[config.mk]
export PLATFORM = sky130hd
export DESIGN_NAME = key_value_table
export DESIGN_NICKNAME = d
export VERILOG_FILES = /design/src/rtl/core/kvt_pkg.sv /design/src/rtl/core/key_value_table.sv
export SDC_FILE = /design/constraint.sdc
export NUM_CORES = 1
export LEC_CHECK = 0
export BUFFER_PORTS_ARGS = -buffer_cell sky130_fd_sc_hd__buf_4
export CAP_MARGIN = 25
export CORE_ASPECT_RATIO = 1.1
export CORE_MARGIN = 2
export CORE_UTILIZATION = 60
export CTS_CLUSTER_DIAMETER = 100
export DETAILED_ROUTE_END_ITERATION = 10
export PLACE_DENSITY_LB_ADDON = 0.08
export SLEW_MARGIN = 30
export SYNTH_ARGS = -nofsm -noshare
export SYNTH_HDL_FRONTEND = slang
export SYNTH_SLANG_ARGS = --single-unit
[constraint.sdc]
create_clock -name clk -period 8.4 [get_ports clk]
set_input_delay 1.26 -clock clk [delete_from_list [all_inputs] [get_ports clk]]
set_output_delay 1.26 -clock clk [all_outputs]
set_load 0.02 [all_outputs]
[src/rtl/core/kvt_pkg.sv]
// Package for the key/value table: table sizing, index widths and action codes.
// No dependencies; used by key_value_table and kvt_checker.
`timescale 1ns / 1ps
`default_nettype none

package kvt_pkg;

  localparam int ENTRIES = 16;
  localparam int IDX_W   = (ENTRIES > 1) ? $clog2(ENTRIES) : 1;
  localparam int CNT_W   = $clog2(ENTRIES + 1);
  localparam int KEY_W   = 32;
  localparam int DATA_W  = 32;
  localparam int COUNT_W = 5;

  typedef enum logic [1:0] {
    ACT_ADD    = 2'd0,
    ACT_SEARCH = 2'd1,
    ACT_REMOVE = 2'd2
  } action_t;

endpackage

`default_nettype wire

[src/rtl/core/key_value_table.sv]
// An accepted command goes through the input register and then the result register;
// its result shows for one cycle with out_valid high. Throughput: one command per cycle.
// busy is never raised; the result is pushed out and cannot be held off.
// The lookup, free-slot pick and table update run in the cycle after the input register.
// Reset (synchronous, active low) clears all valid marks and the entry count at once;
// keys and data are not cleared, an entry is read only while it is valid.
`timescale 1ns / 1ps
`default_nettype none

module key_value_table (
  input  wire logic                        clk,
  input  wire logic                        rst_n,
  input  wire logic                        start,
  output logic                             busy,
  input  wire logic [1:0]                  in_action,
  input  wire logic signed [kvt_pkg::KEY_W-1:0]  in_key,
  input  wire logic signed [kvt_pkg::DATA_W-1:0] in_data_in,
  output logic                             out_valid,
  output logic                             out_hit,
  output logic signed [kvt_pkg::DATA_W-1:0] out_data_out,
  output logic                             out_full_res,
  output logic [kvt_pkg::COUNT_W-1:0]      out_count,
  output logic                             out_empty_res
);

  localparam int N = kvt_pkg::ENTRIES;

  // input register
  logic                        cmd_v_r;
  logic [1:0]                  cmd_act_r;
  logic [kvt_pkg::KEY_W-1:0]   cmd_key_r;
  logic [kvt_pkg::DATA_W-1:0]  cmd_din_r;

  // table
  logic [N-1:0]                valid_r, valid_nxt;
  logic [kvt_pkg::KEY_W-1:0]   key_r  [N];
  logic [kvt_pkg::DATA_W-1:0]  data_r [N];
  logic [kvt_pkg::CNT_W-1:0]   cnt_r, cnt_nxt;

  // result register
  logic                        res_v_r;
  logic                        res_hit_r, res_hit_nxt;
  logic [kvt_pkg::DATA_W-1:0]  res_data_r, res_data_nxt;
  logic                        res_full_r, res_full_nxt;
  logic [kvt_pkg::COUNT_W-1:0] res_cnt_r, res_cnt_nxt;
  logic                        res_empty_r, res_empty_nxt;

  logic [N-1:0]                match;
  logic                        hit_any, free_any;
  logic [kvt_pkg::IDX_W-1:0]   hit_idx, free_idx, wr_idx;
  logic                        wr_key_en, wr_data_en;
  logic [kvt_pkg::CNT_W+kvt_pkg::COUNT_W-1:0] cnt_ext;

  assign busy = 1'b0;

  always_ff @(posedge clk) begin
    if (!rst_n) begin
      cmd_v_r <= 1'b0;
    end else begin
      cmd_v_r <= start && !busy;
    end
    cmd_act_r <= in_action;
    cmd_key_r <= in_key;
    cmd_din_r <= in_data_in;
  end

  // parallel key compare and lowest-index picks
  always_comb begin
    hit_idx  = '0;
    free_idx = '0;
    for (int i = 0; i < N; i++) begin
      match[i] = valid_r[i] && (key_r[i] == cmd_key_r);
    end
    for (int i = N - 1; i >= 0; i--) begin
      if (match[i]) begin
        hit_idx = kvt_pkg::IDX_W'(i);
      end
      if (!valid_r[i]) begin
        free_idx = kvt_pkg::IDX_W'(i);
      end
    end
    hit_any  = |match;
    free_any = !(&valid_r);
  end

  always_comb begin
    valid_nxt    = valid_r;
    cnt_nxt      = cnt_r;
    wr_key_en    = 1'b0;
    wr_data_en   = 1'b0;
    wr_idx       = hit_idx;
    res_hit_nxt  = 1'b0;
    res_data_nxt = '0;
    res_full_nxt = 1'b0;
    if (cmd_v_r) begin
      case (kvt_pkg::action_t'(cmd_act_r))
        kvt_pkg::ACT_ADD: begin
          if (hit_any) begin
            res_hit_nxt  = 1'b1;
            res_data_nxt = data_r[hit_idx];
            wr_data_en   = 1'b1;
          end else if (free_any) begin
            wr_idx              = free_idx;
            wr_key_en           = 1'b1;
            wr_data_en          = 1'b1;
            valid_nxt[free_idx] = 1'b1;
            cnt_nxt             = cnt_r + kvt_pkg::CNT_W'(1);
          end else begin
            res_full_nxt = 1'b1;
          end
        end
        kvt_pkg::ACT_SEARCH: begin
          if (hit_any) begin
            res_hit_nxt  = 1'b1;
            res_data_nxt = data_r[hit_idx];
          end
        end
        kvt_pkg::ACT_REMOVE: begin
          if (hit_any) begin
            res_hit_nxt        = 1'b1;
            res_data_nxt       = data_r[hit_idx];
            valid_nxt[hit_idx] = 1'b0;
            cnt_nxt            = cnt_r - kvt_pkg::CNT_W'(1);
          end
        end
        default: begin
          // unused code: no change
        end
      endcase
    end
    cnt_ext       = {{kvt_pkg::COUNT_W{1'b0}}, cnt_nxt};
    res_cnt_nxt   = cnt_ext[kvt_pkg::COUNT_W-1:0];
    res_empty_nxt = (cnt_nxt == '0);
  end

  always_ff @(posedge clk) begin
    if (!rst_n) begin
      valid_r <= '0;
      cnt_r   <= '0;
      res_v_r <= 1'b0;
    end else begin
      valid_r <= valid_nxt;
      cnt_r   <= cnt_nxt;
      res_v_r <= cmd_v_r;
    end
    if (wr_key_en) begin
      key_r[wr_idx] <= cmd_key_r;
    end
    if (wr_data_en) begin
      data_r[wr_idx] <= cmd_din_r;
    end
    res_hit_r   <= res_hit_nxt;
    res_data_r  <= res_data_nxt;
    res_full_r  <= res_full_nxt;
    res_cnt_r   <= res_cnt_nxt;
    res_empty_r <= res_empty_nxt;
  end

  assign out_valid     = res_v_r;
  assign out_hit       = res_hit_r;
  assign out_data_out  = res_data_r;
  assign out_full_res  = res_full_r;
  assign out_count     = res_cnt_r;
  assign out_empty_res = res_empty_r;

endmodule

`default_nettype wire

# Word-level counts from Yosys, hierarchy flattened

Memories as Yosys holds them, arrays and structs flattened. A register that Yosys moved wholly into a read port is not among the register bits.
Cells that the tools add are included.

$add $sub $neg: 2
Multiplexer cells: 62
Reductions and logical operators: 29
Bitwise operators: 5
Order comparisons: 4
Equality and inequality tests: 21

Operators with widths:

| kind                                                              | number |
|---|---|
| equality test 32 bit                                              | 16 |
| 2-to-1 mux 4 bit                                                  | 36 |
| 2-to-1 mux 16 bit                                                 | 3 |
| case mux 16 bit (2 select lines)                                  | 1 |
| 2-to-1 mux 5 bit                                                  | 4 |
| logical AND 1 bit                                                 | 18 |
| OR reduction 18 bit                                               | 1 |
| AND 16 bit                                                        | 1 |
| NOT 16 bit                                                        | 1 |
| OR 16 bit                                                         | 1 |
| AND reduction 16 bit                                              | 1 |
| OR reduction 16 bit                                               | 1 |
| 2-to-1 mux 1 bit                                                  | 15 |
| < comparator 4 x 5 -> 1 bit, second input constant                | 2 |
| case mux 5 bit (2 select lines)                                   | 1 |
| demux 1 bit (select 4 bit)                                        | 2 |
| greater-or-equal comparator 4 x 1 -> 1 bit, second input constant | 2 |
| != test 2 bit, second input constant                              | 3 |
| adder 5 x 1 -> 5 bit, second input constant                       | 1 |
| zero test 5 bit                                                   | 1 |
| AND reduction 5 bit                                               | 1 |
| subtractor 5 x 1 -> 5 bit, second input constant                  | 1 |
| AND reduction 3 bit                                               | 1 |
| OR reduction 3 bit                                                | 1 |
| other kinds (7)                                                   | 8 |

Word-level logic and storage cells: 136
Bits in registers: 97
RAM bits: 1024
Output and inout port bits: 42
Input bits: 69
Memories: 2

Memory list:

| name   | depth | bits a word | rd ports | clocked after Yosys merged registers in | write ports | RTL line              | source |
|---|---|---|---|---|---|---|---|
| data_r | 16    | 32          | 1        | 1                                       | 1           | key_value_table.sv:37 | `logic [kvt_pkg::DATA_W-1:0] data_r [N];` |
| key_r  | 16    | 32          | 16       | 0                                       | 1           | key_value_table.sv:36 | `logic [kvt_pkg::KEY_W-1:0] key_r [N];` |

# Logic depth before layout (Yosys ltp)

Gate-level depths: netlist (run 1).
An unclocked memory read counts as a cell.

Depth in word-level cells: 27
Mapped depth: 15
Gate-level depth less buffers: 11

# Least setup slack after synthesis (run 1)

OpenSTA, ideal clock, no wires.

Path type: register -> register
From: register cmd_key_r[15] (netlist name)
To: memory key_r[14][0] (netlist name), enable pin
Slack: 2.586 ns
Cell stages (with the launch flop): 14
Arrival time: 5.352 ns
Data required time: 7.939 ns
Path through: dfxtp_1 > buf_2 > buf_6 > xnor2_1 > o211ai_1 > a2111oi_0 > nand4_1 > a21o_1 > a211o_2 > and2_1 > buf_2 > or3b_1 > buf_4 > nor3_1

Cells in the longest elaborated chain, start to end: 22

RTL lines:

| element                        | RTL line               | source |
|---|---|---|
| from (decl)                    | key_value_table.sv:31  | `logic [kvt_pkg::KEY_W-1:0] cmd_key_r;` |
| from (signal assigned)         | key_value_table.sv:63  | `cmd_key_r <= in_key;` |
| equality test 32 bit           | key_value_table.sv:72  | `match[i] = valid_r[i] && (key_r[i] == cmd_key_r);` |
| logical AND 1 bit              | key_value_table.sv:72  |  |
| 2-to-1 mux 4 bit (16 in a row) | key_value_table.sv:75  | `if (match[i]) begin` |
| 2-to-1 mux 4 bit               | key_value_table.sv:102 | `end else if (free_any) begin` |
| 2-to-1 mux 4 bit               | key_value_table.sv:98  | `if (hit_any) begin` |
| 2-to-1 mux 4 bit               | key_value_table.sv:96  | `case (kvt_pkg::action_t'(cmd_act_r))` |
| 2-to-1 mux 4 bit               | key_value_table.sv:95  | `if (cmd_v_r) begin` |
| to (decl)                      | key_value_table.sv:36  |  |

Several ways; a longest one is shown, not always the timed one.

# Worst setup path after layout (run 1)

From: register cmd_key_r[16] (netlist name)
To: memory data_r[10][20] (netlist name), enable pin

Cells in the longest elaborated chain, start to end: 22

RTL lines:

| element                        | RTL line |
|---|---|
| equality test 32 bit           | key_value_table.sv:72 |
| logical AND 1 bit              | key_value_table.sv:72 |
| 2-to-1 mux 4 bit (16 in a row) | key_value_table.sv:75 |
| 2-to-1 mux 4 bit               | key_value_table.sv:102 |
| 2-to-1 mux 4 bit               | key_value_table.sv:98 |
| 2-to-1 mux 4 bit               | key_value_table.sv:96 |
| 2-to-1 mux 4 bit               | key_value_table.sv:95 |
| to (decl)                      | key_value_table.sv:37 |

Several ways; a longest one is shown, not always the timed one.

==> results of run 1 <==
## layer usage
metal	part of all wire (%)	wire, µm	vias up	GRT usage, %
met3	5.1	5350	199	3.09
met1	41	42600	12183	35.6
met4	3.1	3260	0	9.50
met2	51	53500	829	47.0
li1	-	-	10687	-
met5	0	0	-	0
## state kept, by name (all words and copies together) (netlist names), 2 cells and up
register and cells:
cmd_act_r 2, valid_r 16, out_data_out 32, cnt_r 5
cmd_key_r 32, key_r 512, out_count 5, cmd_din_r 32
data_r 512
## where the power goes
part	total (mW)	internal (mW)	switching, mW	leakage, nW
logic	0.220	0.0994	0.120	6.43
clock network	5.06	2.98	2.08	1.84
registers	6.39	6.26	0.125	10.3
total	11.7	9.35	2.33	18.5
## worst max-delay path: stages, from the launching register on
cell and delay (ns):
sky130_fd_sc_hd__dfxtp_2 0.66, sky130_fd_sc_hd__buf_4 0.40, sky130_fd_sc_hd__xor2_1 0.14, sky130_fd_sc_hd__nor4_1 0.78
sky130_fd_sc_hd__nand4_1 0.22, sky130_fd_sc_hd__or4_1 0.64, sky130_fd_sc_hd__and4_4 0.26, sky130_fd_sc_hd__nand4_1 0.41
sky130_fd_sc_hd__or2_2 0.25, sky130_fd_sc_hd__a211oi_2 0.07, sky130_fd_sc_hd__or3b_1 0.65, sky130_fd_sc_hd__nor2_4 0.84
sky130_fd_sc_hd__buf_4 0.33
## metrics by stage
stage / power [mW] / area, µm²
detailed placement: 6.73 / 47200
floorplan: 6.61 / 45300
global route: 12.0 / 51000
global placement: 6.72 / 47100
finish: 11.7 / 51000
CTS: 11.7 / 51000
## worst paths after layout
kind	endpoint	slack [ns]	startpoint	depth (start not counted)
worst max-delay path	data_r[10][20]	2.41	cmd_key_r[16]	12
worst min-delay path	out_count[4]	0.47	cnt_r[4]	1
worst max register to register	data_r[10][20]	2.41	cmd_key_r[16]	12
worst min register to register	out_count[4]	0.47	cnt_r[4]	1
## synthesized netlist by cell type, types with 41 or more instances
cell type,count
sky130_fd_sc_hd__and2_1,41
sky130_fd_sc_hd__buf_2,49
sky130_fd_sc_hd__buf_6,45
sky130_fd_sc_hd__dfxtp_1,129
sky130_fd_sc_hd__edfxtp_1,1024
sky130_fd_sc_hd__mux2i_1,225
sky130_fd_sc_hd__nand2_1,74
sky130_fd_sc_hd__nand4_1,49
sky130_fd_sc_hd__nor2_1,50
sky130_fd_sc_hd__nor4_1,101
sky130_fd_sc_hd__o22ai_1,96
sky130_fd_sc_hd__or4_1,43
sky130_fd_sc_hd__xnor2_1,120
sky130_fd_sc_hd__xor2_1,394
## cell families after synthesis
kind of cell / after synthesis / synth area share [%]
buffers and inverters: 145 / 2.27
DFF: 1153 / 73.5
other: 1 / 0.00827
muxes: 225 / 4.97
AOI/OAI and AO/OA: 228 / 3.58
and+or+nand+nor: 453 / 5.67
adders and majority gates: 2 / 0.0552
xor gates and xnor gates: 514 / 9.93
## layout make-up
type	count	area, µm²
clock inverters	54	572
inverters	10	37.5
multi-input cells	1423	11200
clock buffers	157	3190
fillers	4973	23700
well taps	963	1200
repair buffers	178	1430
flip-flops and latches	1153	33400
==> results summary, run 1 <==
The required time reported for the critical path endpoint came out at 8.76 ns. STA puts the critical path data arrival time at 6.35 ns. The average wire length per cell after detail routing is 26.6 µm. For this block, the via count after detailed routing is 23898. The number of placed I/O pins is 111. The number of global-route vias before repair is 24232. The root buffer cell chosen for the clock tree is sky130_fd_sc_hd__clkbuf_16. The worst min-delay path category is flop to flop. The count of yosys warnings during synthesis came out at 0. Once layout is complete, the utilization of the core stands at 68.3%.

The maximum number of pins on one net before global-route repair is 81. The proportion of netlist area held by the largest area contributor is 67.8%. The share of layout cells above drive strength 1 came out at 15.1%.

Among all flip-flop cells after synthesis, the most frequent one is sky130_fd_sc_hd__edfxtp_1. Counting flops and latches in the post-synthesis netlist gives 1153. The first routing iteration left 2222 violations. The number of clock sinks came out at 1153.

The run finished with clean final reports. 0 antenna diodes ended up in the layout. Using the TritonRoute via totals, the vias-per-cell ratio works out to 6.07. The summed negative setup slack over all endpoints came out at 0 ns. The number of buffers added to fix hold violations after cts came out at 0. The worst setup path is launched from a flop.

Setup repair after global routing left no endpoint under its margin. The post-route clock period utilization came out at 71.3%. The final count of negative-setup-slack endpoints is 0. By area the synthesized netlist is led by sky130_fd_sc_hd__edfxtp_1 (68%), sky130_fd_sc_hd__xor2_1 (7.6%), sky130_fd_sc_hd__dfxtp_1 (5.7%).

The total count of hold-check failures in the final report is 0. The maximum number of buffers from clock root to sink is 3. The final RePlAce weighted congestion came out at 0.882. Based on the critical path, the design can be clocked at up to 0.167 GHz. The proportion of register bits with asynchronous set or reset after synthesis is 0%. The growth of design area from synthesis to finish came out at 12.5%.

The count of distinct cell types in the synthesized netlist came out at 64. The count of buffers added on input and output ports is 109. The die covers 77800 µm². The post-place setup slack came out at 2.38 ns. The leftover overflow at the end of global routing is 0. The number of antenna violations at the first check in global routing came to 0. The number of maximum-capacitance violations is 0.

In the synthesized netlist, the number of instances is 2721. The number of nets at the end of the flow came out at 2949. Leaving out fill and tap cells, the most frequent cell in the layout is sky130_fd_sc_hd__edfxtp_1. The ratio of total power to cell area came out at 229 nW/µm². After detailed routing, the number of remaining DRC violations is 0. The synthesized area is 45300 µm². The core region area came out at 74800 µm².

The post-route worst setup slack came out at 2.41 ns. The first global-routing pass estimated 155000 µm of wire. The die is 266 µm wide. The transition time at the pin with the least slew margin came out at 1.01 ns.

In this run the static leakage power is 18.5 nW. The CTS clock-pin slew for the worst setup and hold paths is 0.06 ns. The number of cells in the design after placement came out at 3726. TritonCTS built the clock tree. In this run the vertical extent of the chip is 292 µm. The remaining antenna violation count after routing is 0. Across every metal layer, demand over resource in global routing totals 27.1%.

The total length of routed wires came out at 105000 µm. The post-layout instance count excluding filler cells is 3938. IR analysis of the VDD net gives a maximum drop of 0.000191 V. The worst setup path is captured at a flop. The length of the first detailed-routing pass in iterations came out at 5. The clock latency of the later-clocked register in the worst-skew pair came out at 0.68 ns. The final hold slack came out at 0.466 ns. The post-synthesis average cell area came out at 16.7 µm². Row generation in the floorplan step produced 105 rows.

The effective utilization at floorplan is 60.6%. In the layout the commonest cells are sky130_fd_sc_hd__edfxtp_1 (1024), sky130_fd_sc_hd__xor2_1 (394), sky130_fd_sc_hd__mux2i_1 (225), sky130_fd_sc_hd__buf_4 (172), sky130_fd_sc_hd__xnor2_1 (120). In this run, post-CTS repair resized a total of 0 instances. The TritonCTS buffer count came out at 112. CTS built an H-tree with a depth of 3. The synthesized design spends more area on one cell type than any other, namely sky130_fd_sc_hd__edfxtp_1.

The smallest clock period supported by the final layout is computed as 5.99 ns. The number of max-slew violations in the final report is 0. The sequential fraction of the synthesis area came out at 73.5%.

The count of flip-flops with a built-in enable after synthesis came out at 1024. The half-perimeter wire length after detailed placement came out at 62000 µm. On the final layout, the worst clock skew is 0.0234 ns.

The critical path class is flop to flop. The net count of the mapped netlist came out at 2792. The max-slew headroom at the worst pin is 32.2%. The number of buffers added for setup after CTS is 0.

The maximum fanout encountered on the critical timing path came out at 23.
(Power assumes the default switching activity.)
==> inputs of run 2 (changes only) <==
--- a/config.mk
+++ b/config.mk
@@ -5,11 +5,12 @@
 export SDC_FILE = /design/constraint.sdc
 export NUM_CORES = 1
 export LEC_CHECK = 0
+export ABC_AREA = 1
 export BUFFER_PORTS_ARGS = -buffer_cell sky130_fd_sc_hd__buf_4
 export CAP_MARGIN = 25
 export CORE_ASPECT_RATIO = 1.1
 export CORE_MARGIN = 2
-export CORE_UTILIZATION = 60
+export CORE_UTILIZATION = 56
 export CTS_CLUSTER_DIAMETER = 100
 export DETAILED_ROUTE_END_ITERATION = 10
 export PLACE_DENSITY_LB_ADDON = 0.08
==> constraint.sdc (replaced) <==
create_clock -name clk -period 4.8 [get_ports clk]
set_input_delay 0.72 -clock clk [delete_from_list [all_inputs] [get_ports clk]]
set_output_delay 0.72 -clock clk [all_outputs]
set_load 0.02 [all_outputs]
==> run 2 against run 1 <==
  * Hold slack worse by 0.35 ns
  * Clock skew up 0.012 ns
  * Critical path depth up 8
==> results summary, run 2 <==
The launch instance of the worst register-to-register path is cmd_key_r[0]. The worst hold path startpoint is in_key[20]. The count of flip-flops with a built-in enable after synthesis is 1024 (unchanged). The largest individual stage delay along the critical path comes from the cell sky130_fd_sc_hd__nand4_1.

The remaining antenna violation count after routing came out at 0 (unchanged). The global routing usage summed across all routing layers came to 31.4% (+4.3 points). The net count of the mapped netlist is 4374 (+57%). The TritonCTS buffer count came to 114 (+1.8%).

The number of placed I/O pins is 111 (unchanged). The run finished with clean final reports. The worst setup path is launched from a flop. Signal routing reaches up to met5. The leakage power is 21.6 nW (+17%). By area the synthesized netlist is led by sky130_fd_sc_hd__edfxtp_1 (63%), sky130_fd_sc_hd__nand2_1 (6.9%), sky130_fd_sc_hd__dfxtp_1 (5.3%). The post-route clock period utilization came to 94.4% (+23 points). The highest cell delay on the worst timing path came to 0.47 ns (-0.37 ns). The ratio of total power to cell area came to 378 nW/µm² (+65%). Setup repair after global routing left no endpoint under its margin. The worst voltage drop across the vdd grid was 0.000336 V (+75%). The post-detailed-route via-to-cell ratio is 5.80 (-4.4%).

The post-layout instance count excluding filler cells is 5740 (+46%). The number of standard cells after synthesis came out at 4303 (+58%). The TritonCTS clock tree is done. The sequential share of power came to 52.7% (-2.0 points).

The met2 routed wirelength came out at 62000 µm (+16%). The worst hold path endpoint is cmd_key_r[20]. The sequential fraction of the synthesis area is 68.7% (-4.8 points). The achievable frequency is 0.221 GHz (+32%). The placed cell area is 51700 µm² (+9.4%). The core region area came to 86100 µm² (+15%).

The flip-flop and latch count after synthesis is 1153 (unchanged). The root buffer cell chosen for the clock tree is sky130_fd_sc_hd__clkbuf_16. The top cell types in the final layout, fill and taps aside, are sky130_fd_sc_hd__edfxtp_1 (1024), sky130_fd_sc_hd__nand2_1 (890), sky130_fd_sc_hd__nor2_1 (490), sky130_fd_sc_hd__inv_1 (467), sky130_fd_sc_hd__nand4_1 (248). The growth of design area from synthesis to finish came out at 14.6%. The area occupied by multi-input gates was 12300 µm² (+9.9%). The number of nets at the end of the flow is 4559 (+55%).

The transition time at the pin with the least slew margin is 0.818 ns (-0.195 ns). In this run the critical register-to-register path is captured at data_r[4][18]. The post-synthesis average cell area was 11.3 µm² (-32%). The overall die area came out at 89000 µm² (+14%). The fraction of power consumed by combinational cells is 3.6% (+1.7 points). The internal cell power is 16.5 mW (+77%). The DRC violation total after the first TritonRoute iteration is 4253 (+91%). The proportion of netlist area held by the largest area contributor came to 63.4% (-4.4 points). Summed over all instances, the cell type with the most area after synthesis is sky130_fd_sc_hd__edfxtp_1. The number of DRC violations after detailed routing came out at 0 (unchanged). The count of distinct cell types in the synthesized netlist came to 53 (-17%). The maximum number of pins on one net before global-route repair is 163 (+100%). The total net switching power is 4.48 mW (+93%).

The clock group share of total power was 43.7% (+0.3 points). The number of clock sinks is 1153 (unchanged). The kind of cell with the highest combined delay along the critical path is simple AND/OR/NAND/NOR gates. The count of buffers inserted at the top-level ports came out at 109 (unchanged). The half-perimeter wire length after detailed placement is 84300 µm (+36%). The sum of routed wire segments on met1 is 58100 µm (+36%).

The area occupied by registers came out at 33300 µm² (-0.12%). The setup clock skew after layout came to 0.0353 ns (+0.0118 ns). The synthesized area is 48500 µm² (+7.0%). The number of vias after detailed routing is 33297 (+39%). The height of the die was 313 µm (+7.0%). The reg2reg setup slack came to 0.27 ns (-2.14 ns).

The depth of the worst register-to-register path came to 20 (+8). The switching share of total power is 21.3% (+1.4 points). The most used flip-flop cell after synthesis is sky130_fd_sc_hd__edfxtp_1.

The leftover overflow at the end of global routing is 0 (unchanged). The arrival time at the worst endpoint is 4.89 ns (-1.46 ns). The deepest level of the CTS H-tree is 3 (unchanged). The worst min-delay path category is primary input to flop. The maximum number of buffers from clock root to sink came out at 3 (unchanged). The number of cells in the design after placement came out at 5521 (+48%).

The total non-filler cell area in the finished layout is 55600 µm² (+9.0%). The number of maximum-capacitance violations came to 0 (unchanged). The most common cell after layout, fill and taps aside is sky130_fd_sc_hd__edfxtp_1. STA classifies the critical path endpoint as a flop. The length of the first detailed-routing pass in iterations came out at 8 (+3).

The number of buffers added to fix hold violations after cts came to 0 (unchanged). The CTS clock-pin slew for the worst setup and hold paths is 0.06 ns (about the same). The required time reported for the critical path endpoint came out at 5.15 ns (-3.61 ns).

The signal on the critical path passes through inv_2, o22ai_1, nor2_1, o2111ai_1, nor4_1, nand4_1, nand2_1, inv_2, nand2_4, nor2_4, nand2_2, inv_2, nand2_2, nor2_4, inv_2, nand2_1, o21ai_2, nand2_1, nor4_4, buf_4. The commonest cells after synthesis are sky130_fd_sc_hd__edfxtp_1 (1024), sky130_fd_sc_hd__nand2_1 (890), sky130_fd_sc_hd__nor2_1 (514), sky130_fd_sc_hd__inv_1 (468), sky130_fd_sc_hd__nand4_1 (248). The number of antenna violations at the first check in global routing is 7 (+7). The max-slew headroom at the worst pin came to 45.5% (+13 points). The total length of routed wires is 140000 µm (+34%). The final count of negative-setup-slack endpoints is 0 (unchanged). The number of buffer and inverter stages on the critical path is 5 (+3).

The average wire length per cell after detail routing came to 24.5 µm (-7.9%). The worst setup path is of the flop to flop kind. The clock latency of the later-clocked register in the worst-skew pair is 0.71 ns (+0.03 ns).

The time the worst path needs with I/O delays and setup was 4.53 ns (-1.46 ns). The total count of hold-check failures in the final report came out at 0 (unchanged). The routed length on met3 is 16500 µm (+210%). The most numerous cell type found on the critical path is sky130_fd_sc_hd__inv_2. The share of layout cells above drive strength 1 is 12.7% (-2.4 points). The largest registers in the layout are data_r x512, key_r x512. The filler cell count was 6581 (+32%). The number of global-route vias before repair is 31534 (+30%). The count of yosys warnings during synthesis is 0 (unchanged). The die boundary width is 285 µm (+7.0%).

The proportion of register bits with asynchronous set or reset after synthesis is 0% (unchanged). The final hold slack came out at 0.118 ns (-0.349 ns). The instance count along the most critical hold path came out at 1 (unchanged). The final RePlAce weighted congestion is 0.970 (+9.9%). The effective utilization at floorplan came out at 56.3% (-4.3 points). The number of rows in the core area came out at 113 (+7.6%).

The first-pass GRT wire length came out at 205000 µm (+32%). The number of max-slew violations in the final report came to 0 (unchanged). The maximum fanout encountered on the critical timing path is 18 (-22%).

sky130_fd_sc_hd__edfxtp_1 is the most common cell in the netlist.
==> run 2: worst max path at each step <==
stage                   from          endpoint  depth (start not counted)
6_report        cmd_key_r[0]     data_r[4][18]                         20
5_1_grt        cmd_key_r[27]     data_r[4][18]                         19
4_1_cts        cmd_key_r[22]  out_data_out[26]                         32
3_5_place_dp   cmd_key_r[22]  out_data_out[26]                         32
3_3_place_gp    cmd_key_r[9]    data_r[15][29]                         28
2_1_floorplan  cmd_key_r[27]      data_r[4][0]                         22
==> run 2: kinds of logic (layout without fill, tap and decap cells) <==
kind of cell	after synthesis	after routing	share of synthesized area [%]
fa+ha+maj	2	2	0.0516
flops	1153	1153	68.7
simple gates	1987	1987	18.0
buf+inv	710	996	6.48
xor+xnor	179	179	3.23
compound gates	271	271	3.55
other cells	1	2	0.00773
==> run 2: worst register-to-register path: stages, from the launching register on <==
cell                        delay (ns)
sky130_fd_sc_hd__dfxtp_1          0.35
sky130_fd_sc_hd__inv_2            0.46
sky130_fd_sc_hd__o22ai_1          0.17
sky130_fd_sc_hd__nor2_1           0.13
sky130_fd_sc_hd__o2111ai_1        0.13
sky130_fd_sc_hd__nor4_1           0.38
sky130_fd_sc_hd__nand4_1          0.47
sky130_fd_sc_hd__nand2_1          0.23
sky130_fd_sc_hd__inv_2            0.10
sky130_fd_sc_hd__nand2_4          0.09
sky130_fd_sc_hd__nor2_4           0.05
sky130_fd_sc_hd__nand2_2          0.11
sky130_fd_sc_hd__inv_2            0.07
sky130_fd_sc_hd__nand2_2          0.11
sky130_fd_sc_hd__nor2_4           0.04
sky130_fd_sc_hd__inv_2            0.13
sky130_fd_sc_hd__nand2_1          0.08
sky130_fd_sc_hd__o21ai_2          0.14
sky130_fd_sc_hd__nand2_1          0.30
sky130_fd_sc_hd__nor4_4           0.25
sky130_fd_sc_hd__buf_4            0.38
==> run 2: cell type report <==
class	instances	area share (%)
Timing Repair Buffer	273	4.91
Clock buffer	155	5.85
Antenna cell	1	0.00450
Multi-Input combinational cell	2440	22.1
Inverter	506	3.42
Tap cell	1150	2.59
Clock inverter	62	1.12
Sequential cell	1153	60.0
==> run 2: routing by layer <==
metal | vias to the layer above | track usage [%]
li1 | 15075 | -
met1 | 16070 | 46.8
met2 | 1900 | 47.1
met3 | 250 | 6.22
met4 | 2 | 9.03
met5 | - | 0
==> run 2: through the flow <==
stage | power, mW | utilization (%) | worst slack [ns] | TNS (ns)
6_report | 21.0 | 64.6 | 0.268 | 0
5_1_grt | 21.5 | 64.6 | 0.0129 | 0
4_1_cts | 21.1 | 64.5 | 0.302 | 0
3_5_place_dp | 12.0 | 60.0 | 0.352 | 0
3_3_place_gp | 12.0 | 60.0 | 0.401 | 0
2_1_floorplan | 11.6 | - | -0.0720 | -9.21
==> run 2: timing repair <==
item,in CTS,in global routing
gates resized for setup,0,9
setup buffers,0,0
endpoints found under the setup margin,0,251
==> run 2: power groups by stage <==
stage          combinational (mW)  sequential [mW]  clock [mW]
6_report                    0.761             11.1        9.18
5_1_grt                     0.792             11.1        9.66
4_1_cts                     0.736             11.1        9.27
3_5_place_dp                0.733             11.3           0
3_3_place_gp                0.730             11.3           0
2_1_floorplan               0.339             11.3           0
